File: config.mk
export PLATFORM = sky130hd
export DESIGN_NAME = lowest_free_id_allocator_flat
export DESIGN_NICKNAME = d
export VERILOG_FILES = /design/src/design/lfid_pkg.sv /design/src/design/lfid_req_if.sv /design/src/design/lfid_rsp_if.sv /design/src/design/lowest_free_id_allocator.sv /design/src/design/lfid_ram.sv /design/src/design/lfid_summary.sv /design/src/flat_wrapper.sv
export VERILOG_INCLUDE_DIRS = /design/src /design/src/design
export SDC_FILE = /design/constraint.sdc
export NUM_CORES = 2
export LEC_CHECK = 0
export ABC_AREA = 1
export BUFFER_PORTS_ARGS = -buffer_cell sky130_fd_sc_hd__buf_4
export CORE_MARGIN = 8
export CORE_UTILIZATION = 51
export CTS_CLUSTER_DIAMETER = 120
export DETAILED_ROUTE_END_ITERATION = 16
export PLACE_DENSITY = 0.66
export SKIP_CTS_REPAIR_TIMING = 1
export SLEW_MARGIN = 20
export SYNTH_ARGS = -nofsm -noshare
export SYNTH_HDL_FRONTEND = slang
export SYNTH_SLANG_ARGS = --single-unit
File: constraint.sdc
create_clock -name clock -period 7.35 [get_ports clock]
set_clock_uncertainty 0.15 [all_clocks]
set_input_delay 2.205 -clock clock [delete_from_list [all_inputs] [get_ports clock]]
set_output_delay 2.205 -clock clock [all_outputs]
set_load 0.05 [all_outputs]
File: src/design/lowest_free_id_allocator_macros.svh
// ----------------------------------------------------------------------------
// Lowest free ID allocator - assertion macros
// Shared concurrent assertion forms used by the allocator modules.
// ----------------------------------------------------------------------------
`ifndef LOWEST_FREE_ID_ALLOCATOR_MACROS_SVH
`define LOWEST_FREE_ID_ALLOCATOR_MACROS_SVH

// Same-cycle implication, checked outside reset.
`define LFID_ASSERT_IMPLY(label, clk, rst, ante, cons) \
   label: assert property (@(posedge clk) disable iff (rst) (ante) |-> (cons)) \
      else $error("lfid assertion failed");

// Next-cycle implication, checked outside reset.
`define LFID_ASSERT_NEXT(label, clk, rst, ante, cons) \
   label: assert property (@(posedge clk) disable iff (rst) (ante) |=> (cons)) \
      else $error("lfid assertion failed");

`endif

File: src/design/lfid_pkg.sv
// ----------------------------------------------------------------------------
// Lowest free ID allocator - package
// Widths, codes, types and helper functions shared by the allocator files.
// ----------------------------------------------------------------------------
package lfid_pkg;

   localparam int MAX_IDS     = 1024;
   localparam int ID_W        = 10;
   localparam int CNT_W       = 11;
   localparam int ACTION_W    = 2;
   localparam int WORD_W      = 32;
   localparam int BIT_IDX_W   = $clog2(WORD_W);
   localparam int NUM_WORDS   = MAX_IDS / WORD_W;
   localparam int WORD_IDX_W  = $clog2(NUM_WORDS);

   localparam logic [CNT_W-1:0] ID_COUNT_RESET = CNT_W'(MAX_IDS);

   typedef enum logic [ACTION_W-1:0] {
      ACT_ALLOC   = 2'd0,
      ACT_CHECK   = 2'd1,
      ACT_RELEASE = 2'd2
   } action_type;

   typedef enum logic {
      ST_IDLE,
      ST_EXEC
   } state_type;

   typedef struct packed {
      logic                  en;
      logic [WORD_IDX_W-1:0] word_idx;
      logic                  nonzero;
   } sum_upd_type;

   function automatic logic [WORD_IDX_W-1:0] lowest_word(input logic [NUM_WORDS-1:0] v);
      logic [WORD_IDX_W-1:0] idx;
      idx = '0;
      for (int i = NUM_WORDS - 1; i >= 0; i--) begin
         if (v[i]) begin
            idx = WORD_IDX_W'(i);
         end
      end
      return idx;
   endfunction

   function automatic logic [BIT_IDX_W-1:0] lowest_bit(input logic [WORD_W-1:0] v);
      logic [BIT_IDX_W-1:0] idx;
      idx = '0;
      for (int i = WORD_W - 1; i >= 0; i--) begin
         if (v[i]) begin
            idx = BIT_IDX_W'(i);
         end
      end
      return idx;
   endfunction

endpackage

File: src/design/lfid_req_if.sv
// ----------------------------------------------------------------------------
// Lowest free ID allocator - request channel
// Valid/ready channel carrying one request: action and number.
// ----------------------------------------------------------------------------
interface lfid_req_if;
   import lfid_pkg::*;

   logic                valid;
   logic                ready;
   logic [ACTION_W-1:0] action;
   logic [ID_W-1:0]     number;

   modport source (output valid, output action, output number, input ready);
   modport sink   (input valid, input action, input number, output ready);
endinterface

File: src/design/lfid_rsp_if.sv
// ----------------------------------------------------------------------------
// Lowest free ID allocator - response channel
// Valid/ready channel carrying one response per request.
// ----------------------------------------------------------------------------
interface lfid_rsp_if;
   import lfid_pkg::*;

   logic            valid;
   logic            ready;
   logic [ID_W-1:0] granted_id;
   logic            grant_valid;
   logic            is_free;
   logic            out_of_range;

   modport source (output valid, output granted_id, output grant_valid,
                   output is_free, output out_of_range, input ready);
   modport sink   (input valid, input granted_id, input grant_valid,
                   input is_free, input out_of_range, output ready);
endinterface

File: src/design/lowest_free_id_allocator.sv
// ----------------------------------------------------------------------------
// Lowest free ID allocator
// Bitmap ID allocator: allocate lowest free ID, check or release a number.
// ----------------------------------------------------------------------------
// Usage:
//   req_ch (sink) carries action and number; rsp_ch (source) returns one
//   response per request: granted_id, grant_valid, is_free, out_of_range.
//   csr_wr_en/csr_wr_data write id_count; write only while no request is in
//   flight. Numbers at or above id_count are flagged out of range.
//   The free bitmap is 32 words of 32 bits in a one-port-read RAM, plus a
//   summary register with one bit per word that points the allocate search
//   at the word holding the lowest free ID.
//   Flow: a request transfers in ST_IDLE, which issues the RAM read; in
//   ST_EXEC the word is modified and written back and the response is
//   registered. No new request is taken until ST_EXEC is done, set by the
//   read-modify-write of one RAM word per request.
//   Reset: all IDs free, id_count = 1024, no clearing pass; words not yet
//   written read as all free through per-word valid flags.
//   Stall: a new request may transfer while a response waits; it then holds
//   in the modify step until the response register frees.
// ----------------------------------------------------------------------------
`include "lowest_free_id_allocator_macros.svh"

module lowest_free_id_allocator (
   input  logic                      clock,
   input  logic                      reset,
   lfid_req_if.sink                  req_ch,
   lfid_rsp_if.source                rsp_ch,
   input  logic                      csr_wr_en,
   input  logic [lfid_pkg::CNT_W-1:0] csr_wr_data
);
   import lfid_pkg::*;

   state_type             state_ff, state_in;
   logic [CNT_W-1:0]      count_ff;
   action_type            act_ff;
   logic [ID_W-1:0]       num_ff;
   logic [WORD_IDX_W-1:0] word_idx_ff, word_idx_in;
   logic                  any_ff;
   logic [NUM_WORDS-1:0]  word_valid_ff;

   logic                  rsp_valid_ff;
   logic [ID_W-1:0]       granted_id_ff;
   logic                  grant_valid_ff;
   logic                  is_free_ff;
   logic                  oor_ff;

   logic                  req_xfer;
   logic                  go;
   logic                  rd_en;

   logic [WORD_IDX_W-1:0] sum_lowest;
   logic                  sum_any;
   sum_upd_type           sum_upd;

   logic [WORD_W-1:0]     rd_data;
   logic [WORD_W-1:0]     word;
   logic [BIT_IDX_W-1:0]  bit_idx;
   logic [WORD_W-1:0]     bit_mask;
   logic [ID_W-1:0]       cand_id;
   logic                  grant;
   logic                  num_oor;
   logic                  wr_en;
   logic [WORD_W-1:0]     wr_data;
   logic [ID_W-1:0]       res_granted;
   logic                  res_grant_valid;
   logic                  res_is_free;
   logic                  res_oor;

   lfid_summary u_summary (
      .clock      (clock),
      .reset      (reset),
      .upd        (sum_upd),
      .lowest_idx (sum_lowest),
      .any_free   (sum_any)
   );

   lfid_ram #(
      .WIDTH (WORD_W),
      .DEPTH (NUM_WORDS)
   ) u_ram (
      .clock   (clock),
      .wr_en   (wr_en),
      .wr_addr (word_idx_ff),
      .wr_data (wr_data),
      .rd_en   (rd_en),
      .rd_addr (word_idx_in),
      .rd_data (rd_data)
   );

   // FSM next state
   always_comb begin
      state_in = state_ff;
      unique case (state_ff)
         ST_IDLE: begin
            if (req_xfer) begin
               state_in = ST_EXEC;
            end
         end
         ST_EXEC: begin
            if (go) begin
               state_in = ST_IDLE;
            end
         end
         default: state_in = ST_IDLE;
      endcase
   end

   // FSM outputs
   always_comb begin
      req_ch.ready = 1'b0;
      go           = 1'b0;
      unique case (state_ff)
         ST_IDLE: req_ch.ready = !reset;
         ST_EXEC: go = !rsp_valid_ff || rsp_ch.ready;
         default: begin
            req_ch.ready = 1'b0;
            go           = 1'b0;
         end
      endcase
   end

   assign req_xfer    = req_ch.valid && req_ch.ready;
   assign rd_en       = req_xfer;
   assign word_idx_in = (action_type'(req_ch.action) == ACT_ALLOC) ?
                        sum_lowest : req_ch.number[ID_W-1:BIT_IDX_W];

   // Modify step
   always_comb begin
      word            = word_valid_ff[word_idx_ff] ? rd_data : '1;
      bit_idx         = (act_ff == ACT_ALLOC) ? lowest_bit(word) : num_ff[BIT_IDX_W-1:0];
      bit_mask        = WORD_W'(1) << bit_idx;
      cand_id         = {word_idx_ff, bit_idx};
      grant           = any_ff && ({1'b0, cand_id} < count_ff);
      num_oor         = {1'b0, num_ff} >= count_ff;
      wr_data         = word;
      res_granted     = '0;
      res_grant_valid = 1'b0;
      res_is_free     = 1'b0;
      res_oor         = 1'b0;
      wr_en           = 1'b0;
      unique case (act_ff)
         ACT_ALLOC: begin
            if (grant) begin
               res_granted     = cand_id;
               res_grant_valid = 1'b1;
               wr_data         = word & ~bit_mask;
               wr_en           = go;
            end
         end
         ACT_CHECK: begin
            res_oor     = num_oor;
            res_is_free = !num_oor && word[bit_idx];
         end
         ACT_RELEASE: begin
            res_oor = num_oor;
            if (!num_oor) begin
               wr_data = word | bit_mask;
               wr_en   = go;
            end
         end
         default: begin
            wr_en = 1'b0;
         end
      endcase
      sum_upd.en       = wr_en;
      sum_upd.word_idx = word_idx_ff;
      sum_upd.nonzero  = |wr_data;
   end

   always_ff @(posedge clock) begin
      if (reset) begin
         state_ff      <= ST_IDLE;
         count_ff      <= ID_COUNT_RESET;
         word_valid_ff <= '0;
         rsp_valid_ff  <= 1'b0;
      end else begin
         state_ff <= state_in;
         if (csr_wr_en) begin
            count_ff <= csr_wr_data;
         end
         if (wr_en) begin
            word_valid_ff[word_idx_ff] <= 1'b1;
         end
         if (go) begin
            rsp_valid_ff <= 1'b1;
         end else if (rsp_ch.ready) begin
            rsp_valid_ff <= 1'b0;
         end
      end
   end

   always_ff @(posedge clock) begin
      if (req_xfer) begin
         act_ff      <= action_type'(req_ch.action);
         num_ff      <= req_ch.number;
         word_idx_ff <= word_idx_in;
         any_ff      <= sum_any;
      end
      if (go) begin
         granted_id_ff  <= res_granted;
         grant_valid_ff <= res_grant_valid;
         is_free_ff     <= res_is_free;
         oor_ff         <= res_oor;
      end
   end

   assign rsp_ch.valid        = rsp_valid_ff;
   assign rsp_ch.granted_id   = granted_id_ff;
   assign rsp_ch.grant_valid  = grant_valid_ff;
   assign rsp_ch.is_free      = is_free_ff;
   assign rsp_ch.out_of_range = oor_ff;

   `LFID_ASSERT_NEXT(a_xfer_to_exec, clock, reset, req_xfer, state_ff == ST_EXEC)
   `LFID_ASSERT_IMPLY(a_write_in_exec, clock, reset, wr_en, go && state_ff == ST_EXEC)
   `LFID_ASSERT_IMPLY(a_rsp_flags_excl, clock, reset, rsp_valid_ff,
                      $onehot0({grant_valid_ff, is_free_ff, oor_ff}))
   `LFID_ASSERT_IMPLY(a_grant_in_range, clock, reset, rsp_valid_ff && grant_valid_ff,
                      ({1'b0, granted_id_ff} < count_ff))

endmodule

File: src/design/lfid_ram.sv
// ----------------------------------------------------------------------------
// Lowest free ID allocator - generic RAM
// Single write port, single read port, registered read data.
// ----------------------------------------------------------------------------
module lfid_ram #(
   parameter int WIDTH = 32,
   parameter int DEPTH = 32
) (
   input  logic                     clock,
   input  logic                     wr_en,
   input  logic [$clog2(DEPTH)-1:0] wr_addr,
   input  logic [WIDTH-1:0]         wr_data,
   input  logic                     rd_en,
   input  logic [$clog2(DEPTH)-1:0] rd_addr,
   output logic [WIDTH-1:0]         rd_data
);

   logic [WIDTH-1:0] mem [DEPTH];
   logic [WIDTH-1:0] rd_data_ff;

   always_ff @(posedge clock) begin
      if (wr_en) begin
         mem[wr_addr] <= wr_data;
      end
      if (rd_en) begin
         rd_data_ff <= mem[rd_addr];
      end
   end

   assign rd_data = rd_data_ff;

endmodule

File: src/design/lfid_summary.sv
// ----------------------------------------------------------------------------
// Lowest free ID allocator - word summary
// One bit per bitmap word, set while the word holds a free ID, with a
// lowest-set-word encoder for the allocate search.
// ----------------------------------------------------------------------------
`include "lowest_free_id_allocator_macros.svh"

module lfid_summary (
   input  logic                           clock,
   input  logic                           reset,
   input  lfid_pkg::sum_upd_type          upd,
   output logic [lfid_pkg::WORD_IDX_W-1:0] lowest_idx,
   output logic                           any_free
);
   import lfid_pkg::*;

   logic [NUM_WORDS-1:0] summary_ff;
   logic [NUM_WORDS-1:0] summary_in;

   always_comb begin
      summary_in = summary_ff;
      if (upd.en) begin
         summary_in[upd.word_idx] = upd.nonzero;
      end
   end

   always_ff @(posedge clock) begin
      if (reset) begin
         summary_ff <= '1;
      end else begin
         summary_ff <= summary_in;
      end
   end

   assign lowest_idx = lowest_word(summary_ff);
   assign any_free   = |summary_ff;

   `LFID_ASSERT_NEXT(a_sum_update, clock, reset, upd.en,
                     summary_ff[$past(upd.word_idx)] == $past(upd.nonzero))
   `LFID_ASSERT_IMPLY(a_sum_lowest_set, clock, reset, any_free, summary_ff[lowest_idx])

endmodule

File: src/flat_wrapper.sv
// flat-port wrapper written by rule: the top's interface ports become plain ports
module lowest_free_id_allocator_flat import lfid_pkg::*;
  (clock, reset, csr_wr_en, csr_wr_data, req_ch_valid, req_ch_action, req_ch_number, req_ch_ready, rsp_ch_valid, rsp_ch_granted_id, rsp_ch_grant_valid, rsp_ch_is_free, rsp_ch_out_of_range, rsp_ch_ready);
  lfid_req_if req_ch_i ();
  lfid_rsp_if rsp_ch_i ();
  input  logic clock;
  input  logic reset;
  input  logic csr_wr_en;
  input  logic [lfid_pkg::CNT_W-1:0] csr_wr_data;
  input wire logic [$bits(req_ch_i.valid)-1:0] req_ch_valid;
  input wire logic [$bits(req_ch_i.action)-1:0] req_ch_action;
  input wire logic [$bits(req_ch_i.number)-1:0] req_ch_number;
  output wire logic [$bits(req_ch_i.ready)-1:0] req_ch_ready;
  output wire logic [$bits(rsp_ch_i.valid)-1:0] rsp_ch_valid;
  output wire logic [$bits(rsp_ch_i.granted_id)-1:0] rsp_ch_granted_id;
  output wire logic [$bits(rsp_ch_i.grant_valid)-1:0] rsp_ch_grant_valid;
  output wire logic [$bits(rsp_ch_i.is_free)-1:0] rsp_ch_is_free;
  output wire logic [$bits(rsp_ch_i.out_of_range)-1:0] rsp_ch_out_of_range;
  input wire logic [$bits(rsp_ch_i.ready)-1:0] rsp_ch_ready;
  assign req_ch_i.valid = req_ch_valid;
  assign req_ch_i.action = req_ch_action;
  assign req_ch_i.number = req_ch_number;
  assign req_ch_ready = req_ch_i.ready;
  assign rsp_ch_valid = rsp_ch_i.valid;
  assign rsp_ch_granted_id = rsp_ch_i.granted_id;
  assign rsp_ch_grant_valid = rsp_ch_i.grant_valid;
  assign rsp_ch_is_free = rsp_ch_i.is_free;
  assign rsp_ch_out_of_range = rsp_ch_i.out_of_range;
  assign rsp_ch_i.ready = rsp_ch_ready;
  lowest_free_id_allocator u_core (.clock(clock), .reset(reset), .req_ch(req_ch_i), .rsp_ch(rsp_ch_i), .csr_wr_en(csr_wr_en), .csr_wr_data(csr_wr_data));
endmodule
==> summary.md <==
| Metric | Value |
|---|---|
| Synth Register Bits | `1164` |
| HP Start | `u_core.word_valid_ff[26]` |
| Layout cells sized above 1 | `10.3%` |
| CP top delay family | `simple AND/OR/NAND/NOR gates` |
| Worst min path class | `reg2reg` |
| Via count | `32.7k` |
| Ranking of synthesized cells by area | `edfxtp_1 67%, nor2_1 5.9%, nand2_1 3.6%` |
| Status | `finished clean` |
| Synth warnings | `0` |
| Critical Path Source | `u_core.word_idx_ff[4]` |
| FP Rows | `113` |
| Die H | `324 µm` |
| Final worst path period share | `87.7%` |
| Synth Area in Adders | `less than 1%` |
| Crit Path Max Fanout | `26` |
| MaxCap Viol Count | `0` |
| Post-synth top area share | `67.4%` |
| Seq/Total Area, Yosys | `70.6%` |
| Layout Nets | `4092` |
| Fin cells | `approximately 5.4k` |
| Later-pin clock latency in the skew report | `between 0.7 and 0.8 ns` |
| Final Hold Vio Count | `0` |
| Num Clock Sinks | `1164` |
| Worst-path clk slew | `roughly 0.06 ns` |
| Die boundary width | `324 µm` |
| Async SR Flop Fraction | `0%` |
| H-tree Lvls | `3` |
| Required @ worst endpoint | `7.58 ns` |
| Critical R2R Launch | `u_core.word_idx_ff[4]` |
| # port buffers | `42` |
| Synthesized Nets | `4079` |
| Post-Syn Area per Cell | `between 10 and 15 µm²` |
| CP max-delay cell | `nor2_4` |
| First-pass GRT wire length | `204000 µm` |
| DRT Wirelength | `138000 µm` |
| Largest net degree at the start of global routing | `179` |
| Cts bufs inserted | `113` |
| Largest family of logic cells by synthesized area | `compound AO/OA/AOI/OAI gates` |
| DRC Markers | `0` |
| Critical Path Most Common Cell | `nand2_1` |
| Largest area contributor in the netlist | `edfxtp_1` |
| Initial antenna violation count | `0` |
| Area Growth Syn to Fin | `12.5%` |
| Detailed Route Iter0 Violations | `3974` |
| Cell total after placement | `5192` |
| Largest stage delay on the critical path | `0.66 ns` |
| Slew Limit Fails | `0` |
| Yosys cell types | `50` |
| Most numerous cell in the Yosys netlist | `edfxtp_1` |
| Boundary pin count | `43` |
| Hpwl dp | `about 76000 µm` |
| Post-Synth Simple-Gate Area | `11.6%` |
| Antenna-violating nets left | `0` |
| Slew @ Worst Pin | `1.37 ns` |
| Crit path DAT | `6.67 ns` |
| CTS max path bufs | `3` |
| Starting Density | `51.2%` |
| Crit path buffers/inverters | `5` |
| Vias in the first global route | `31.0k` |
| GRT Overall Usage | `26.0%` |
| Unrepaired setup endpoints after global routing | `false` |
| Synthesized instance count | `4029` |
| Post-synthesis xor/xnor area fraction | `0%` |
| Relative slew slack | `8.34%` |
| Core Area | `around 95000 µm²` |
| Synthesized cell area | `48400 µm²` |
| Power per standard cell area | `between 200 and 300 nW/µm²` |
| Final min period | `6.44 ns` |
| Final setup violation count | `0` |
| Fmax | `0.155 GHz` |
| Element type at the critical path start | `flop` |
| Maximum vdd ir drop | `0.190 mV` |
| Synth Area in Compound Gates | `13.4%` |
| Leakage power | `about 15 nW` |
| EDFF count, synth | `1087` |
| Total grt overflow | `0` |
| Fin Setup TNS | `0 ns` |
| Mux contribution to synthesized area | `0%` |
| RePlAce Congestion | `0.973` |
| Routed len/inst | `roughly 26 µm` |
| Post-synth top cells | `1087 x edfxtp_1, 756 x nor2_1, 464 x nand2_1, 283 x o21ai_0, 227 x clkbuf_1` |
| Fill cells | `7546` |
| Die Area | `~110000 µm²` |
| Clk root buf | `clkbuf_16` |
| DRT Pass-1 Iters | `5` |
| Main synth FF type | `edfxtp_1` |
| Critical path type | `reg2reg` |
| Setup crit end kind | `flop` |
| CTS tree | `yes` |
| Vias per std cell | `between 6 and 7` |
==> worst paths after layout <==
path	depth (start not counted)	to	slack, ns
max reg2reg	28	u_core.u_ram.mem[23][8]	0.91
min	2	u_core.word_valid_ff[26]	0.32
min reg2reg	2	u_core.word_valid_ff[26]	0.32
max	28	u_core.u_ram.mem[23][8]	0.91
==> sequential cells by signal, summed over array words and instances (netlist names) <==
register                     count
u_core.act_ff                    2
u_core.any_ff                    1
u_core.count_ff                 11
u_core.num_ff                   10
u_core.rsp_ch.grant_valid        1
u_core.rsp_ch.granted_id        10
u_core.rsp_ch.is_free            1
u_core.rsp_ch.out_of_range       1
u_core.rsp_ch.valid              1
u_core.state_ff                  1
u_core.u_ram.mem              1024
u_core.u_ram.rd_data            32
u_core.u_summary.summary_ff     32
u_core.word_idx_ff               5
u_core.word_valid_ff            32
==> cell families (layout without fill, tap and decap cells) <==
logic type                 after synthesis  after routing
adders and majority gates               22             22
AOI/OAI and AO/OA                      959            959
and+or+nand+nor                       1393           1393
buffers and inverters                  491            603
other                                    0              2
DFF                                   1164           1164
==> cell usage in the layout, fill, tap and decap left out, types with 31 or more instances in the layout <==
| master | instances |
|---|---|
| a21oi_1 | 101 |
| a31oi_1 | 33 |
| buf_4 | 116 |
| clkbuf_16 | 115 |
| dfxtp_1 | 77 |
| edfxtp_1 | 1087 |
| inv_1 | 216 |
| nand2_1 | 463 |
| nand3_1 | 60 |
| nand4_1 | 31 |
| nor2_1 | 723 |
| nor2_4 | 37 |
| o211ai_1 | 99 |
| o21ai_0 | 282 |
| o21bai_1 | 164 |
| o311ai_0 | 161 |
| o32ai_1 | 64 |
==> final cells by class <==
class	instances	area, µm²	share of cell area, %
inverters	243	923	1.69
repair buffers	146	1470	2.70
diodes	2	5.00	0.00918
multi-input cells	2374	12700	23.3
flip-flops and latches	1164	34200	62.7
well taps	1265	1580	2.90
clock buffers	149	3050	5.59
clock inverters	65	601	1.10
==> worst register-to-register path, delay by kind of cell (launching register included) <==
family,cells,cell delay (ns)
AOI/OAI and AO/OA,9,1.92
adders and majority gates,1,0.32
buffers and inverters,5,0.96
DFF,1,0.41
and+or+nand+nor,13,2.35
==> metal layers <==
metal	GRT usage, %	vias to the layer above	wire length (µm)
li1	-	14700	-
met1	36.9	16100	57200
met2	40.8	1603	64000
met3	3.94	250	12200
met4	9.43	0	4620
met5	0	-	0
==> where the power goes <==
part / switching [W] / total (W) / leakage (nW) / internal (W)
Combinational: 0.000564 / 0.000789 / 5.71 / 0.000225
Clock: 0.00247 / 0.00571 / 1.77 / 0.00324
Sequential: 0.0000296 / 0.00722 / 8.00 / 0.00719
==> stage by stage <==
stage / area [µm²] / util (%) / power (W) / hold slack (ns) / worst slack [ns]
2_1_floorplan: 48400 / - / 0.00786 / 0.286 / 0.644
3_3_place_gp: 50900 / 53.8 / 0.00813 / 0.305 / 1.21
3_5_place_dp: 50900 / 53.8 / 0.00814 / 0.302 / 1.03
4_1_cts: 54500 / 57.6 / 0.0138 / 0.311 / 0.972
5_1_grt: 54500 / 57.6 / 0.0141 / 0.344 / 0.337
6_report: 54500 / 57.6 / 0.0137 / 0.317 / 0.907
Note: power is estimated with default switching activity, not from simulation.
